<file path="src/rtl/tobm_pkg.sv">
`default_nettype none
package tobm_pkg;

  // default widths of the book datapath
  localparam int PRICE_BITS_DEF = 32;
  localparam int SIZE_BITS_DEF  = 32;
  localparam int FRAC_BITS_DEF  = 8;

  // fixed port widths
  localparam int PORT_W    = 32;
  localparam int MID_W     = 33;
  localparam int SPREAD_W  = 33;
  localparam int MICRO_W   = 40;
  localparam int IMB_W     = 16;
  localparam int Q15_SHIFT = 15;

  localparam int QUEUE_DEPTH = 4;

  localparam logic ACT_ADD    = 1'b0;
  localparam logic ACT_FINISH = 1'b1;
  localparam logic SIDE_BID   = 1'b0;
  localparam logic SIDE_ASK   = 1'b1;

  typedef enum logic [1:0] {
    ST_OK         = 2'd0,
    ST_MISSING    = 2'd1,
    ST_ZERO_TOTAL = 2'd2
  } status_t;

  typedef enum logic [1:0] {
    CLS_BID,
    CLS_ASK,
    CLS_FINISH
  } cls_t;

  typedef struct packed {
    cls_t              cls;
    logic [PORT_W-1:0] price;
    logic [PORT_W-1:0] size;
  } entry_t;

  typedef enum logic [2:0] {
    BK_IDLE,
    BK_PREP,
    BK_MUL,
    BK_DIV_MICRO,
    BK_DIV_IMB,
    BK_RES
  } bk_state_t;

endpackage
`default_nettype wire

</file>
<file path="src/rtl/tobm_front.sv">
`default_nettype none
module tobm_front
  import tobm_pkg::*;
(
  input  wire logic              clk,
  input  wire logic              rst,
  input  wire logic              in_valid,
  output logic                   in_stall,
  input  wire logic              action,
  input  wire logic              side,
  input  wire logic [PORT_W-1:0] price,
  input  wire logic [PORT_W-1:0] size,
  output logic                   q_valid,
  output entry_t                 q_entry,
  input  wire logic              q_stall
);

  logic   hold_valid;
  entry_t hold;
  logic   accept;
  cls_t   cls_in;

  assign in_stall = hold_valid && q_stall;
  assign accept   = in_valid && !in_stall;

  always_comb begin
    if (action == ACT_FINISH) begin
      cls_in = CLS_FINISH;
    end else if (side == SIDE_ASK) begin
      cls_in = CLS_ASK;
    end else begin
      cls_in = CLS_BID;
    end
  end

  always_ff @(posedge clk) begin
    if (rst) begin
      hold_valid <= 1'b0;
    end else if (accept) begin
      hold_valid <= 1'b1;
    end else if (!q_stall) begin
      hold_valid <= 1'b0;
    end
  end

  always_ff @(posedge clk) begin
    if (accept) begin
      hold.cls   <= cls_in;
      hold.price <= price;
      hold.size  <= size;
    end
  end

  assign q_valid = hold_valid;
  assign q_entry = hold;

endmodule
`default_nettype wire

</file>
<file path="src/rtl/tobm_queue.sv">
`default_nettype none
module tobm_queue
  import tobm_pkg::*;
(
  input  wire logic   clk,
  input  wire logic   rst,
  input  wire logic   wr_valid,
  output logic        wr_stall,
  input  wire entry_t wr_entry,
  output logic        rd_valid,
  input  wire logic   rd_stall,
  output entry_t      rd_entry
);

  localparam int AW = $clog2(QUEUE_DEPTH);
  localparam int NW = $clog2(QUEUE_DEPTH + 1);

  entry_t          slots [QUEUE_DEPTH];
  logic [AW-1:0]   wr_ptr;
  logic [AW-1:0]   rd_ptr;
  logic [NW-1:0]   fill;
  logic            push;
  logic            pop;

  assign wr_stall = (fill == NW'(QUEUE_DEPTH));
  assign rd_valid = (fill != '0);
  assign push     = wr_valid && !wr_stall;
  assign pop      = rd_valid && !rd_stall;
  assign rd_entry = slots[rd_ptr];

  always_ff @(posedge clk) begin
    if (rst) begin
      wr_ptr <= '0;
      rd_ptr <= '0;
      fill   <= '0;
    end else begin
      if (push) begin
        wr_ptr <= AW'(wr_ptr + 1'b1);
      end
      if (pop) begin
        rd_ptr <= AW'(rd_ptr + 1'b1);
      end
      if (push && !pop) begin
        fill <= NW'(fill + 1'b1);
      end else if (pop && !push) begin
        fill <= NW'(fill - 1'b1);
      end
    end
  end

  always_ff @(posedge clk) begin
    if (push) begin
      slots[wr_ptr] <= wr_entry;
    end
  end

endmodule
`default_nettype wire

</file>
<file path="src/rtl/tobm_back.sv">
`default_nettype none
module tobm_back
  import tobm_pkg::*;
#(
  parameter int PRICE_BITS = PRICE_BITS_DEF,
  parameter int SIZE_BITS  = SIZE_BITS_DEF,
  parameter int FRAC_BITS  = FRAC_BITS_DEF
) (
  input  wire logic                  clk,
  input  wire logic                  rst,
  input  wire logic                  q_valid,
  input  wire entry_t                q_entry,
  output logic                       q_stall,
  output logic                       out_valid,
  input  wire logic                  out_stall,
  output logic [1:0]                 status,
  output logic [MID_W-1:0]           mid_doubled,
  output logic signed [SPREAD_W-1:0] spread,
  output logic [MICRO_W-1:0]         micro_price,
  output logic signed [IMB_W-1:0]    imbalance
);

  localparam int P   = PRICE_BITS;
  localparam int S   = SIZE_BITS;
  localparam int F   = FRAC_BITS;
  localparam int XPW = (P > PORT_W) ? P : PORT_W;
  localparam int XSW = (S > PORT_W) ? S : PORT_W;
  localparam int PW  = P + S;
  localparam int DVW = (P + S + F > S + Q15_SHIFT) ? (P + S + F) : (S + Q15_SHIFT);
  localparam int CW  = $clog2(DVW);
  localparam int MW  = (P + 1 > MID_W) ? (P + 1) : MID_W;
  localparam int SPW = (P > SPREAD_W) ? P : SPREAD_W;
  localparam int MCW = (P + F + 1 > MICRO_W) ? (P + F + 1) : MICRO_W;
  localparam int QW  = P + F;
  localparam int QIW = Q15_SHIFT + 2;
  localparam logic [QIW-1:0] IMB_MAX = QIW'((1 << (IMB_W - 1)) - 1);

  bk_state_t state, state_next;

  // book
  logic [P-1:0] bid_px, ask_px;
  logic [S-1:0] bid_sz, ask_sz;
  logic         bid_ok, ask_ok;

  // snapshot taken at finish
  logic [P-1:0] s_bid_px, s_ask_px;
  logic [S-1:0] s_bid_sz, s_ask_sz;
  logic         s_bid_ok, s_ask_ok;

  // working registers
  status_t         res_status;
  logic [MID_W-1:0]    res_mid;
  logic [SPREAD_W-1:0] res_spread;
  logic [P-1:0]    lo_px;
  logic [P-1:0]    mcand;
  logic [S-1:0]    mplier;
  logic [S:0]      divisor;
  logic            neg;
  logic [S-1:0]    mag;
  logic [PW-1:0]   prod;
  logic [DVW-1:0]  acc;
  logic [S:0]      rem;
  logic [CW-1:0]   cnt;
  logic [QW-1:0]   q_micro;

  // entry decode
  logic [XPW-1:0] px_x;
  logic [XSW-1:0] sz_x;
  logic [P-1:0]   px;
  logic [S-1:0]   sz;
  logic [S:0]     bid_sum, ask_sum;
  logic [S-1:0]   bid_sat, ask_sat;

  assign px_x    = XPW'(q_entry.price);
  assign sz_x    = XSW'(q_entry.size);
  assign px      = px_x[P-1:0];
  assign sz      = sz_x[S-1:0];
  assign bid_sum = {1'b0, bid_sz} + {1'b0, sz};
  assign ask_sum = {1'b0, ask_sz} + {1'b0, sz};
  assign bid_sat = bid_sum[S] ? '1 : bid_sum[S-1:0];
  assign ask_sat = ask_sum[S] ? '1 : ask_sum[S-1:0];

  // preparation from snapshot
  logic           crossed;
  logic [P-1:0]   lo_sel, hi_sel;
  logic [S-1:0]   w_sel;
  logic           neg_c;
  logic [S-1:0]   mag_c;
  logic [MW-1:0]  mid_sum;
  logic [SPW-1:0] spr_diff;
  status_t        stat_c;

  always_comb begin
    crossed  = s_ask_px < s_bid_px;
    lo_sel   = crossed ? s_ask_px : s_bid_px;
    hi_sel   = crossed ? s_bid_px : s_ask_px;
    w_sel    = crossed ? s_ask_sz : s_bid_sz;
    neg_c    = s_ask_sz > s_bid_sz;
    mag_c    = neg_c ? S'(s_ask_sz - s_bid_sz) : S'(s_bid_sz - s_ask_sz);
    mid_sum  = MW'(s_bid_px) + MW'(s_ask_px);
    spr_diff = SPW'(s_ask_px) - SPW'(s_bid_px);
    if (!(s_bid_ok && s_ask_ok)) begin
      stat_c = ST_MISSING;
    end else if (s_bid_sz == '0 && s_ask_sz == '0) begin
      stat_c = ST_ZERO_TOTAL;
    end else begin
      stat_c = ST_OK;
    end
  end

  // shift-add multiply step, msb of multiplier first
  logic [PW-1:0] prod_next;
  assign prod_next = PW'(prod << 1) + (mplier[S-1] ? PW'(mcand) : '0);

  // restoring divide step
  logic [S+1:0]   rem_sh;
  logic [S+1:0]   rem_sub;
  logic           ge;
  logic [S:0]     rem_next;
  logic [DVW-1:0] acc_next;

  always_comb begin
    rem_sh   = {rem, acc[DVW-1]};
    rem_sub  = rem_sh - {1'b0, divisor};
    ge       = rem_sh >= {1'b0, divisor};
    rem_next = ge ? rem_sub[S:0] : rem_sh[S:0];
    acc_next = {acc[DVW-2:0], ge};
  end

  // final results
  logic [MCW-1:0] micro_sum;
  logic [QIW-1:0] q_imb, q_imb_sat;
  logic [IMB_W-1:0] imb_c;
  logic           out_load;

  always_comb begin
    micro_sum = (MCW'(lo_px) << F) + MCW'(q_micro);
    q_imb     = acc[QIW-1:0];
    q_imb_sat = (!neg && q_imb > IMB_MAX) ? IMB_MAX : q_imb;
    imb_c     = neg ? IMB_W'(-q_imb_sat) : q_imb_sat[IMB_W-1:0];
  end

  assign q_stall  = (state != BK_IDLE);
  assign out_load = (state == BK_RES) && (!out_valid || !out_stall);

  always_comb begin
    state_next = state;
    case (state)
      BK_IDLE: begin
        if (q_valid && q_entry.cls == CLS_FINISH) begin
          state_next = BK_PREP;
        end
      end
      BK_PREP: begin
        state_next = (stat_c == ST_OK) ? BK_MUL : BK_RES;
      end
      BK_MUL: begin
        if (cnt == CW'(S - 1)) begin
          state_next = BK_DIV_MICRO;
        end
      end
      BK_DIV_MICRO: begin
        if (cnt == CW'(DVW - 1)) begin
          state_next = BK_DIV_IMB;
        end
      end
      BK_DIV_IMB: begin
        if (cnt == CW'(DVW - 1)) begin
          state_next = BK_RES;
        end
      end
      BK_RES: begin
        if (out_load) begin
          state_next = BK_IDLE;
        end
      end
      default: begin
        state_next = BK_IDLE;
      end
    endcase
  end

  always_ff @(posedge clk) begin
    if (rst) begin
      state <= BK_IDLE;
    end else begin
      state <= state_next;
    end
  end

  // book
  always_ff @(posedge clk) begin
    if (rst) begin
      bid_px <= '0;
      bid_sz <= '0;
      ask_px <= '0;
      ask_sz <= '0;
      bid_ok <= 1'b0;
      ask_ok <= 1'b0;
    end else if (state == BK_IDLE && q_valid) begin
      case (q_entry.cls)
        CLS_BID: begin
          if (!bid_ok || px > bid_px) begin
            bid_px <= px;
            bid_sz <= sz;
            bid_ok <= 1'b1;
          end else if (px == bid_px) begin
            bid_sz <= bid_sat;
          end
        end
        CLS_ASK: begin
          if (!ask_ok || px < ask_px) begin
            ask_px <= px;
            ask_sz <= sz;
            ask_ok <= 1'b1;
          end else if (px == ask_px) begin
            ask_sz <= ask_sat;
          end
        end
        CLS_FINISH: begin
          bid_px <= '0;
          bid_sz <= '0;
          ask_px <= '0;
          ask_sz <= '0;
          bid_ok <= 1'b0;
          ask_ok <= 1'b0;
        end
        default: begin
        end
      endcase
    end
  end

  // datapath
  always_ff @(posedge clk) begin
    case (state)
      BK_IDLE: begin
        if (q_valid && q_entry.cls == CLS_FINISH) begin
          s_bid_px <= bid_px;
          s_ask_px <= ask_px;
          s_bid_sz <= bid_sz;
          s_ask_sz <= ask_sz;
          s_bid_ok <= bid_ok;
          s_ask_ok <= ask_ok;
        end
      end
      BK_PREP: begin
        res_status <= stat_c;
        res_mid    <= mid_sum[MID_W-1:0];
        res_spread <= spr_diff[SPREAD_W-1:0];
        lo_px      <= lo_sel;
        mcand      <= P'(hi_sel - lo_sel);
        mplier     <= w_sel;
        divisor    <= {1'b0, s_bid_sz} + {1'b0, s_ask_sz};
        neg        <= neg_c;
        mag        <= mag_c;
        prod       <= '0;
        cnt        <= '0;
      end
      BK_MUL: begin
        prod   <= prod_next;
        mplier <= mplier << 1;
        if (cnt == CW'(S - 1)) begin
          acc <= DVW'(prod_next) << F;
          rem <= '0;
          cnt <= '0;
        end else begin
          cnt <= CW'(cnt + 1'b1);
        end
      end
      BK_DIV_MICRO: begin
        if (cnt == CW'(DVW - 1)) begin
          q_micro <= acc_next[QW-1:0];
          acc     <= DVW'(mag) << Q15_SHIFT;
          rem     <= '0;
          cnt     <= '0;
        end else begin
          acc <= acc_next;
          rem <= rem_next;
          cnt <= CW'(cnt + 1'b1);
        end
      end
      BK_DIV_IMB: begin
        acc <= acc_next;
        rem <= rem_next;
        cnt <= CW'(cnt + 1'b1);
      end
      default: begin
      end
    endcase
  end

  // output register
  always_ff @(posedge clk) begin
    if (rst) begin
      out_valid <= 1'b0;
    end else if (out_load) begin
      out_valid <= 1'b1;
    end else if (!out_stall) begin
      out_valid <= 1'b0;
    end
  end

  always_ff @(posedge clk) begin
    if (out_load) begin
      status <= res_status;
      if (res_status == ST_OK) begin
        mid_doubled <= res_mid;
        spread      <= $signed(res_spread);
        micro_price <= micro_sum[MICRO_W-1:0];
        imbalance   <= $signed(imb_c);
      end else begin
        mid_doubled <= '0;
        spread      <= '0;
        micro_price <= '0;
        imbalance   <= '0;
      end
    end
  end

endmodule
`default_nettype wire

</file>
<file path="src/rtl/top_of_book_metrics.sv">
`default_nettype none
// channel | handshake           | payload
// input   | in_valid / in_stall | action, side, price, size
// output  | out_valid/out_stall | status, mid_doubled, spread, micro_price, imbalance
//
// Level entries flow through an input register and a 4-entry queue; the back end
// takes one entry per cycle while idle, so a run of level entries transfers one per cycle.
// A finish entry occupies the back end through the prepare step, the bit-serial multiplier,
// two passes of the shared restoring divider over DVW = max(PRICE_BITS+SIZE_BITS+FRAC_BITS,
// SIZE_BITS+15) bits (72 at defaults) and the result step; the multiply and divide are
// skipped when a side is missing or the total size is zero.
// Reset clears the book, queue and output flags.
// A held result does not block level entries; the next finish waits for it.
module top_of_book_metrics
  import tobm_pkg::*;
#(
  parameter int PRICE_BITS = PRICE_BITS_DEF,
  parameter int SIZE_BITS  = SIZE_BITS_DEF,
  parameter int FRAC_BITS  = FRAC_BITS_DEF
) (
  input  wire logic                  clk,
  input  wire logic                  rst,
  input  wire logic                  in_valid,
  output logic                       in_stall,
  input  wire logic                  action,
  input  wire logic                  side,
  input  wire logic [PORT_W-1:0]     price,
  input  wire logic [PORT_W-1:0]     size,
  output logic                       out_valid,
  input  wire logic                  out_stall,
  output logic [1:0]                 status,
  output logic [MID_W-1:0]           mid_doubled,
  output logic signed [SPREAD_W-1:0] spread,
  output logic [MICRO_W-1:0]         micro_price,
  output logic signed [IMB_W-1:0]    imbalance
);

  logic   f_valid, f_stall;
  entry_t f_entry;
  logic   b_valid, b_stall;
  entry_t b_entry;

  tobm_front u_front (
    .clk      (clk),
    .rst      (rst),
    .in_valid (in_valid),
    .in_stall (in_stall),
    .action   (action),
    .side     (side),
    .price    (price),
    .size     (size),
    .q_valid  (f_valid),
    .q_entry  (f_entry),
    .q_stall  (f_stall)
  );

  tobm_queue u_queue (
    .clk      (clk),
    .rst      (rst),
    .wr_valid (f_valid),
    .wr_stall (f_stall),
    .wr_entry (f_entry),
    .rd_valid (b_valid),
    .rd_stall (b_stall),
    .rd_entry (b_entry)
  );

  tobm_back #(
    .PRICE_BITS (PRICE_BITS),
    .SIZE_BITS  (SIZE_BITS),
    .FRAC_BITS  (FRAC_BITS)
  ) u_back (
    .clk         (clk),
    .rst         (rst),
    .q_valid     (b_valid),
    .q_entry     (b_entry),
    .q_stall     (b_stall),
    .out_valid   (out_valid),
    .out_stall   (out_stall),
    .status      (status),
    .mid_doubled (mid_doubled),
    .spread      (spread),
    .micro_price (micro_price),
    .imbalance   (imbalance)
  );

endmodule
`default_nettype wire

</file>
<file path="config.mk">
export PLATFORM = sky130hd
export DESIGN_NAME = top_of_book_metrics
export DESIGN_NICKNAME = d
export VERILOG_FILES = /design/src/rtl/tobm_pkg.sv /design/src/rtl/tobm_front.sv /design/src/rtl/tobm_queue.sv /design/src/rtl/tobm_back.sv /design/src/rtl/top_of_book_metrics.sv
export SDC_FILE = /design/constraint.sdc
export NUM_CORES = 2
export LEC_CHECK = 0
export ABC_AREA = 1
export BUFFER_PORTS_ARGS = -buffer_cell sky130_fd_sc_hd__buf_2
export CAP_MARGIN = 10
export CELL_PAD_IN_SITES_DETAIL_PLACEMENT = 0
export CELL_PAD_IN_SITES_GLOBAL_PLACEMENT = 1
export CORE_MARGIN = 10
export CORE_UTILIZATION = 53
export CTS_CLUSTER_DIAMETER = 100
export DETAILED_ROUTE_END_ITERATION = 10
export HOLD_SLACK_MARGIN = 0.02
export PLACE_DENSITY_LB_ADDON = 0.1
export RECOVER_POWER = 25
export SYNTH_ARGS = -nofsm -noshare
export SYNTH_HDL_FRONTEND = slang
export SYNTH_HIERARCHICAL = 1
export SYNTH_SLANG_ARGS = --single-unit
</file>
<file path="constraint.sdc">
create_clock -name clk -period 31.7 [get_ports clk]
set_input_delay 6.34 -clock clk [delete_from_list [all_inputs] [get_ports clk]]
set_output_delay 6.34 -clock clk [all_outputs]
set_load 0.05 [all_outputs]
</file>
Yosys cells after proc, flatten, opt, wreduce, memory -nomap -nowiden --
Memory sizes are Yosys's and may differ from the RTL's. A register that Yosys moved wholly into a read port is not among the register bits. Cells that the tools add are included.
Cells by class: equality and inequality tests 23, $lt $le $gt $ge 6, add/subtract/negate cells 17, mux-type cells 55, reduce and logical (&&, ||, !) cells 47
Operators with widths (count):
- 32-bit two-way mux | 13
- 32-bit one-hot mux with 2 select lines | 5
- 72-bit one-hot mux with 3 select lines | 1
- 72-bit two-way mux | 2
- 32-bit by 32-bit adder with 33-bit output | 4
- 63-bit one-hot mux with 2 select lines | 1
- 33-bit two-way mux | 3
- 33-bit one-hot mux with 3 select lines | 1
- 32-bit subtractor | 3
- 64-bit by 32-bit adder with 64-bit output | 1
- 32-bit equality test | 2
- 32-bit greater-than comparator | 2
- 32-bit zero test | 2
- 32-bit less-than comparator | 2
- 40-bit adder | 1
- 34-bit by 33-bit greater-or-equal comparator with 1-bit output | 1
- 32-bit by 32-bit subtractor with 33-bit output | 1
- 33-bit subtractor | 1
- 16-bit two-way mux | 2
- 7-bit one-hot mux with 4 select lines | 1
- 3-bit two-way mux | 8
- 3-bit one-hot mux with 6 select lines | 1
- 17-bit by 15-bit greater-than comparator with 1-bit output, second input constant | 1
- 2-bit by 1-bit != test with 1-bit output, second input constant | 8
- other kinds (29) | 81
Word-level totals: memories 1, bits of input ports 70, memory bits (writable) 264, word-level logic and storage cells 189, bits in registers 907
Memories:
- u_queue.slots | depth 4, bits a word 66, read ports 1, clocked after Yosys merged registers in 1, wr ports 1, RTL line tobm_queue.sv:18 | entry_t slots [QUEUE_DEPTH];

Logic depth before layout (Yosys ltp) --
depth after elaboration 7, mapped depth 25

Hierarchy --
Netlist, hierarchy kept.
Modules (own cells, without submodules):
- tobm_back | cells an instance 6465, area each 53806.6 um^2, instances 1
- tobm_queue | cells an instance 707, area each 10882.9 um^2, instances 1
- tobm_front | cells an instance 74, area each 2038.2 um^2, instances 1

Least setup slack after synthesis --
No wires, ideal clock.
kind register to register, start point reg u_back.state[0], end point reg u_back.mplier[0], enable pin, cell stages (with the launch flop) 5, required time 31.244 ns, data arrival time 17.345 ns, setup slack 13.899 ns, buffers on the path 0, setup time 0.456 ns, cells stage by stage dfxtp_1 > inv_1 > nor3_1 > inv_1 > nand2_1
On the way: cells in the longest elaborated chain, start to end 2
RTL lines:
- start, declared | RTL line tobm_back.sv:38 | bk_state_t state, state_next;
- start signal, assigned | RTL line tobm_back.sv:187 | state <= state_next;
- 3-bit by 1-bit equality test with 1-bit output or 3-bit by 2-bit equality test with 1-bit output (tied branches) | RTL line tobm_back.sv:236 | case (state)
- 2-bit nonzero test (no source line) (*)
- end signal, assigned | RTL line tobm_back.sv:253 | mplier <= w_sel;
- end signal, assigned | RTL line tobm_back.sv:262 | mplier <= mplier << 1;
- end, declared | RTL line tobm_back.sv:56 | logic [S-1:0] mplier;
Every way passes the cells marked *; elsewhere a longest branch is shown, timed or not. A chain may end at the register's enable or synchronous reset.

Final worst setup path --
start point reg u_queue.fill[0], end point out in_stall
On the way: cells in the longest elaborated chain, start to end 2
RTL lines:
- start, declared | RTL line tobm_queue.sv:21 | logic [NW-1:0] fill;
- start signal, assigned | RTL line tobm_queue.sv:44 | fill <= NW'(fill + 1'b1);
- start signal, assigned | RTL line tobm_queue.sv:46 | fill <= NW'(fill - 1'b1);
- 3-bit equality test | RTL line tobm_queue.sv:25 | assign wr_stall = (fill == NW'(QUEUE_DEPTH));
- via f_stall | RTL line top_of_book_metrics.sv:38 | logic f_valid, f_stall;
- 1-bit logical AND | RTL line tobm_front.sv:23 | assign in_stall = hold_valid && q_stall;
- end, declared | RTL line top_of_book_metrics.sv:24 | output logic in_stall,
The timed path passes the listed nets, and every way through them passes these cells.

==> results.md <==
* Run status: finished with violations
* Violations in the final reports: capacitance limit, slew limit
* Num ports at 196
* Remaining antenna violation count at 0
* Row count at 130
* Number of flops mapped to enable cells by yosys at 1025
* Element type at the critical path start: flop
* Shortest period the worst path allows at around 8300 ps
* Crit path max fanout at 6
* Share of total power in sequential cells at a little under a third
* Worst stage delay on the critical path at roughly 330 ps
* R2R Path End: u_back/spread[32]
* Power per Cell Area at approximately 110 nW/um^2
* Number of cells after detailed placement at 8905
* Count of input and output buffers at 195
* Mean instance size in the synthesized netlist at 9.21 sq um
* Launching instance or port of the critical path: u_queue/fill[0]
* Post-synth ARST share at 0%
* Global-route total usage across every layer at 26.5%
* Placeable core region at approximately 130000 sq um
* Power share of the clock group at between 10% and 20%
* Endpoint required time on the critical path at ~25000 ps
* Kind of path behind the tightest hold check: reg -> reg
* Slew HR at -189%
* Total number of yosys warnings at 6
* Number of nets produced by synthesis at between 7000 and 8000
* Synthesized cell area at approximately 67000 sq um
* Most common library cell in the layout ignoring fill and taps: sky130_fd_sc_hd__nand2_1
* Reg2Reg Setup Slack at between 20000 and 30000 ps
* Commonest cells after routing, fill and taps aside: sky130_fd_sc_hd__nand2_1, sky130_fd_sc_hd__edfxtp_1, sky130_fd_sc_hd__inv_1, sky130_fd_sc_hd__nor2_1, sky130_fd_sc_hd__a21oi_1
* Leak pwr at between 20 and 30 nW
* Total wirelength of the detailed-routed design at 192000 microns
* Clock transition at the registers of the reported paths at approximately 70 ps
* Internal power summed over all cells at about 0.0043 W
* Worst-case clock skew at around 84 ps
* Clk sink count at ~1200
* H-Tree Level Count at 3
* Arrival time reported for the critical path endpoint at ~1900 ps
* Highest ir drop seen on vdd at 0.0943 mV
* Diode insertion count for antenna repair at 0
* Final-report setup violation count at 0
* Largest net degree at the start of global routing at 86
* Category of cells accounting for the largest share of critical-path delay: buffers and inverters
* Type of the worst setup path: reg -> out
* Crit-path cells: inv_1, nand3_1, inv_1, nand2_2, inv_2, buf_2
* Setup Total Neg Slack at 0 ps
* Setup repair after global routing missed its margin: false
* First-pass GRT wire length at around 290000 microns
* Setup Slack @ Placement at ~23000 ps
* Kind of end point of the critical path: output pin
* Part of the power in combinational logic at about half
* Vertical die dimension at about 370 microns
* Number of distinct library cells after synthesis at 75
* Vias post-DR at 51098
* Clock tree from TritonCTS: done
* Sequential area share after synthesis at 50.4%
* Layout fillers at between 10000 and 15000
* Post-layout util at roughly three fifths
* Clk_lat worst skew at just under 800 ps
* Horiz. Die Dim at about 370 microns
* Floorplan die area at roughly 140000 sq um
* Capture point of the critical path: in_stall
* Mean number of vias per cell at 5.60
* Number of cell instances on the worst register-to-register path at 5
* Layout overhead on the synthesized area at 9.50%
* Number of antenna violations at the first check in global routing at 5
* Cell repeated most along the worst path: sky130_fd_sc_hd__inv_1
* Gp weighted congestion at 0.983
* Share of post-route cells with drive strength above 1 at 9.16%
* Dominant synthesized flop cell: sky130_fd_sc_hd__edfxtp_1
* Net switching power of the design at about 0.0038 W
* Number of gates resized after cts at 0
* Number of clock buffers inserted by TritonCTS at around 120
* Number of global-route vias before repair at 48832
* Synthesized netlist cell count at 7246
* Maximum achievable frequency at around 0.12 GHz
* Detailed-route wire length per cell at 21.1 microns
* Worst path buffer plus inverter count at 4
* Number of cells in the finished layout apart from fillers at 9131
* Final worst path period share at between 20% and 30%
* Initial core utilization at between 50% and 60%
* Worst reg2reg path startpoint: u_back/res_status[0]
* Number of detailed-route iterations in the first pass at 6
* Yosys reg bits at 1169
* HPWL Detailed at 148000 microns
* Post-layout worst setup margin at ~23000 ps
* Post-CTS repair timing setup buffer count at 0
* Sum of overflow across all layers after global routing at 0
* Count of routing violations after the opening detailed-route iteration at 4698
* Hold Crit Start: u_back/ask_px[25]
* Hold-fix buffer count after cts at 0
* Number of nets in the finished design at between 7000 and 8000
* Number of maximum-capacitance violations at 6
* Switching share of power at 46.9%
* Final Max Slew Viols at between 300 and 400
* Worst path depth at 6
* Worst hold slack across all endpoints at ~430 ps
* Library cell used as clock root buffer: sky130_fd_sc_hd__clkbuf_16
* Cell with the largest stage delay on the worst path: sky130_fd_sc_hd__dfxtp_1
* Endpoints failing hold at 0
* Worst slew pin tran at between 4000 and 5000 ps
* Residual DRC at 0
* Buffers from clock root to sink, at most at 3
flip-flops by register name (all words and copies together), names as in the netlist, 31 cells and up, named ones only:
name                count
u_queue/slots         264
u_back/acc             72
u_front/q_entry        66
u_back/prod            63
u_back/micro_price     40
u_back/q_micro         40
u_back/divisor         33
u_back/mid_doubled     33
u_back/rem             33
u_back/ask_px          32
u_back/ask_sz          32
u_back/bid_px          32
u_back/bid_sz          32
u_back/lo_px           32
u_back/mcand           32
u_back/mplier          32
u_back/res_mid         32
u_back/res_spread      32
u_back/s_ask_px        32
u_back/s_ask_sz        32
u_back/s_bid_px        32
u_back/s_bid_sz        32
u_back/spread          32
u_back/mag             31
cell usage after synthesis (21+ instances only):
cell type | n | area (sq um)
sky130_fd_sc_hd__buf_2 | 57 | 285
sky130_fd_sc_hd__nor3_1 | 78 | 390
sky130_fd_sc_hd__nor4_1 | 34 | 213
sky130_fd_sc_hd__edfxtp_1 | 1025 | 30800
sky130_fd_sc_hd__nor2_2 | 21 | 131
sky130_fd_sc_hd__o22ai_2 | 40 | 500
sky130_fd_sc_hd__a21o_1 | 27 | 203
sky130_fd_sc_hd__a221oi_1 | 31 | 272
sky130_fd_sc_hd__o22ai_1 | 36 | 225
sky130_fd_sc_hd__ha_1 | 389 | 4870
sky130_fd_sc_hd__or2_2 | 34 | 213
sky130_fd_sc_hd__nand4_1 | 80 | 500
sky130_fd_sc_hd__nor2_4 | 44 | 495
sky130_fd_sc_hd__o21a_1 | 35 | 263
sky130_fd_sc_hd__clkbuf_1 | 115 | 432
sky130_fd_sc_hd__nand2_1 | 1106 | 4150
sky130_fd_sc_hd__xnor2_1 | 64 | 561
sky130_fd_sc_hd__dfxtp_1 | 144 | 2880
sky130_fd_sc_hd__o21ai_0 | 527 | 2640
sky130_fd_sc_hd__a211oi_1 | 62 | 465
sky130_fd_sc_hd__nand3_1 | 194 | 971
sky130_fd_sc_hd__a21oi_1 | 674 | 3370
sky130_fd_sc_hd__inv_1 | 989 | 3710
sky130_fd_sc_hd__o21ai_1 | 43 | 215
sky130_fd_sc_hd__a31oi_1 | 31 | 194
sky130_fd_sc_hd__xor2_1 | 209 | 1830
sky130_fd_sc_hd__nor2_1 | 832 | 3120
sky130_fd_sc_hd__o211ai_1 | 23 | 173
sky130_fd_sc_hd__buf_6 | 22 | 248
logic make-up after synthesis:
kind of cell | Yosys count | synth area share, %
AOI/OAI and AO/OA | 1669 | 14.5
xor gates and xnor gates | 273 | 3.58
adders and majority gates | 400 | 7.62
buffers and inverters | 1244 | 7.63
DFF | 1169 | 50.4
muxes | 5 | 0.0750
and+or+nand+nor | 2486 | 16.1
stage by stage:
stage,area [sq um],power (W)
floorplan,66700,0.00540
global placement,69000,0.00661
detailed placement,69000,0.00664
CTS,73100,0.00812
global route,73100,0.00872
finish,73100,0.00815
layout make-up:
type                    count  area [sq um]  area share, %
clock buffers             134          3080           4.21
clock inverters            92          1090           1.50
inverters                1010          3800           5.20
flip-flops and latches   1169         33700           46.1
repair buffers            243          1310           1.80
multi-input cells        4833         28100           38.4
well taps                1650          2060           2.83
how the worst min path moves through the flow:
stage	to	slack, ps	depth (start not counted)
2_1_floorplan	u_back/s_ask_ok	410	0
3_3_place_gp	u_back/s_bid_px[20]	410	0
3_5_place_dp	u_back/s_ask_px[25]	410	0
4_1_cts	u_back/s_ask_px[25]	430	0
5_1_grt	u_back/s_ask_px[25]	430	0
6_report	u_back/s_ask_px[25]	430	0
per-layer routing:
metal,track usage (%),share of wire (%),wire length [microns]
met4,5.74,1.8,3500
met5,0,0.0062,12
met1,39.1,47,90500
met2,41.2,44,84800
met3,4.07,7.0,13500
power groups by stage:
stage | Clock [W] | Combinational (W) | Sequential, W
4_1_cts | 0.00149 | 0.00414 | 0.00250
3_3_place_gp | 0 | 0.00409 | 0.00252
2_1_floorplan | 0 | 0.00293 | 0.00247
6_report | 0.00146 | 0.00418 | 0.00251
5_1_grt | 0.00156 | 0.00462 | 0.00254
3_5_place_dp | 0 | 0.00412 | 0.00253
(Power assumes the default switching activity.)
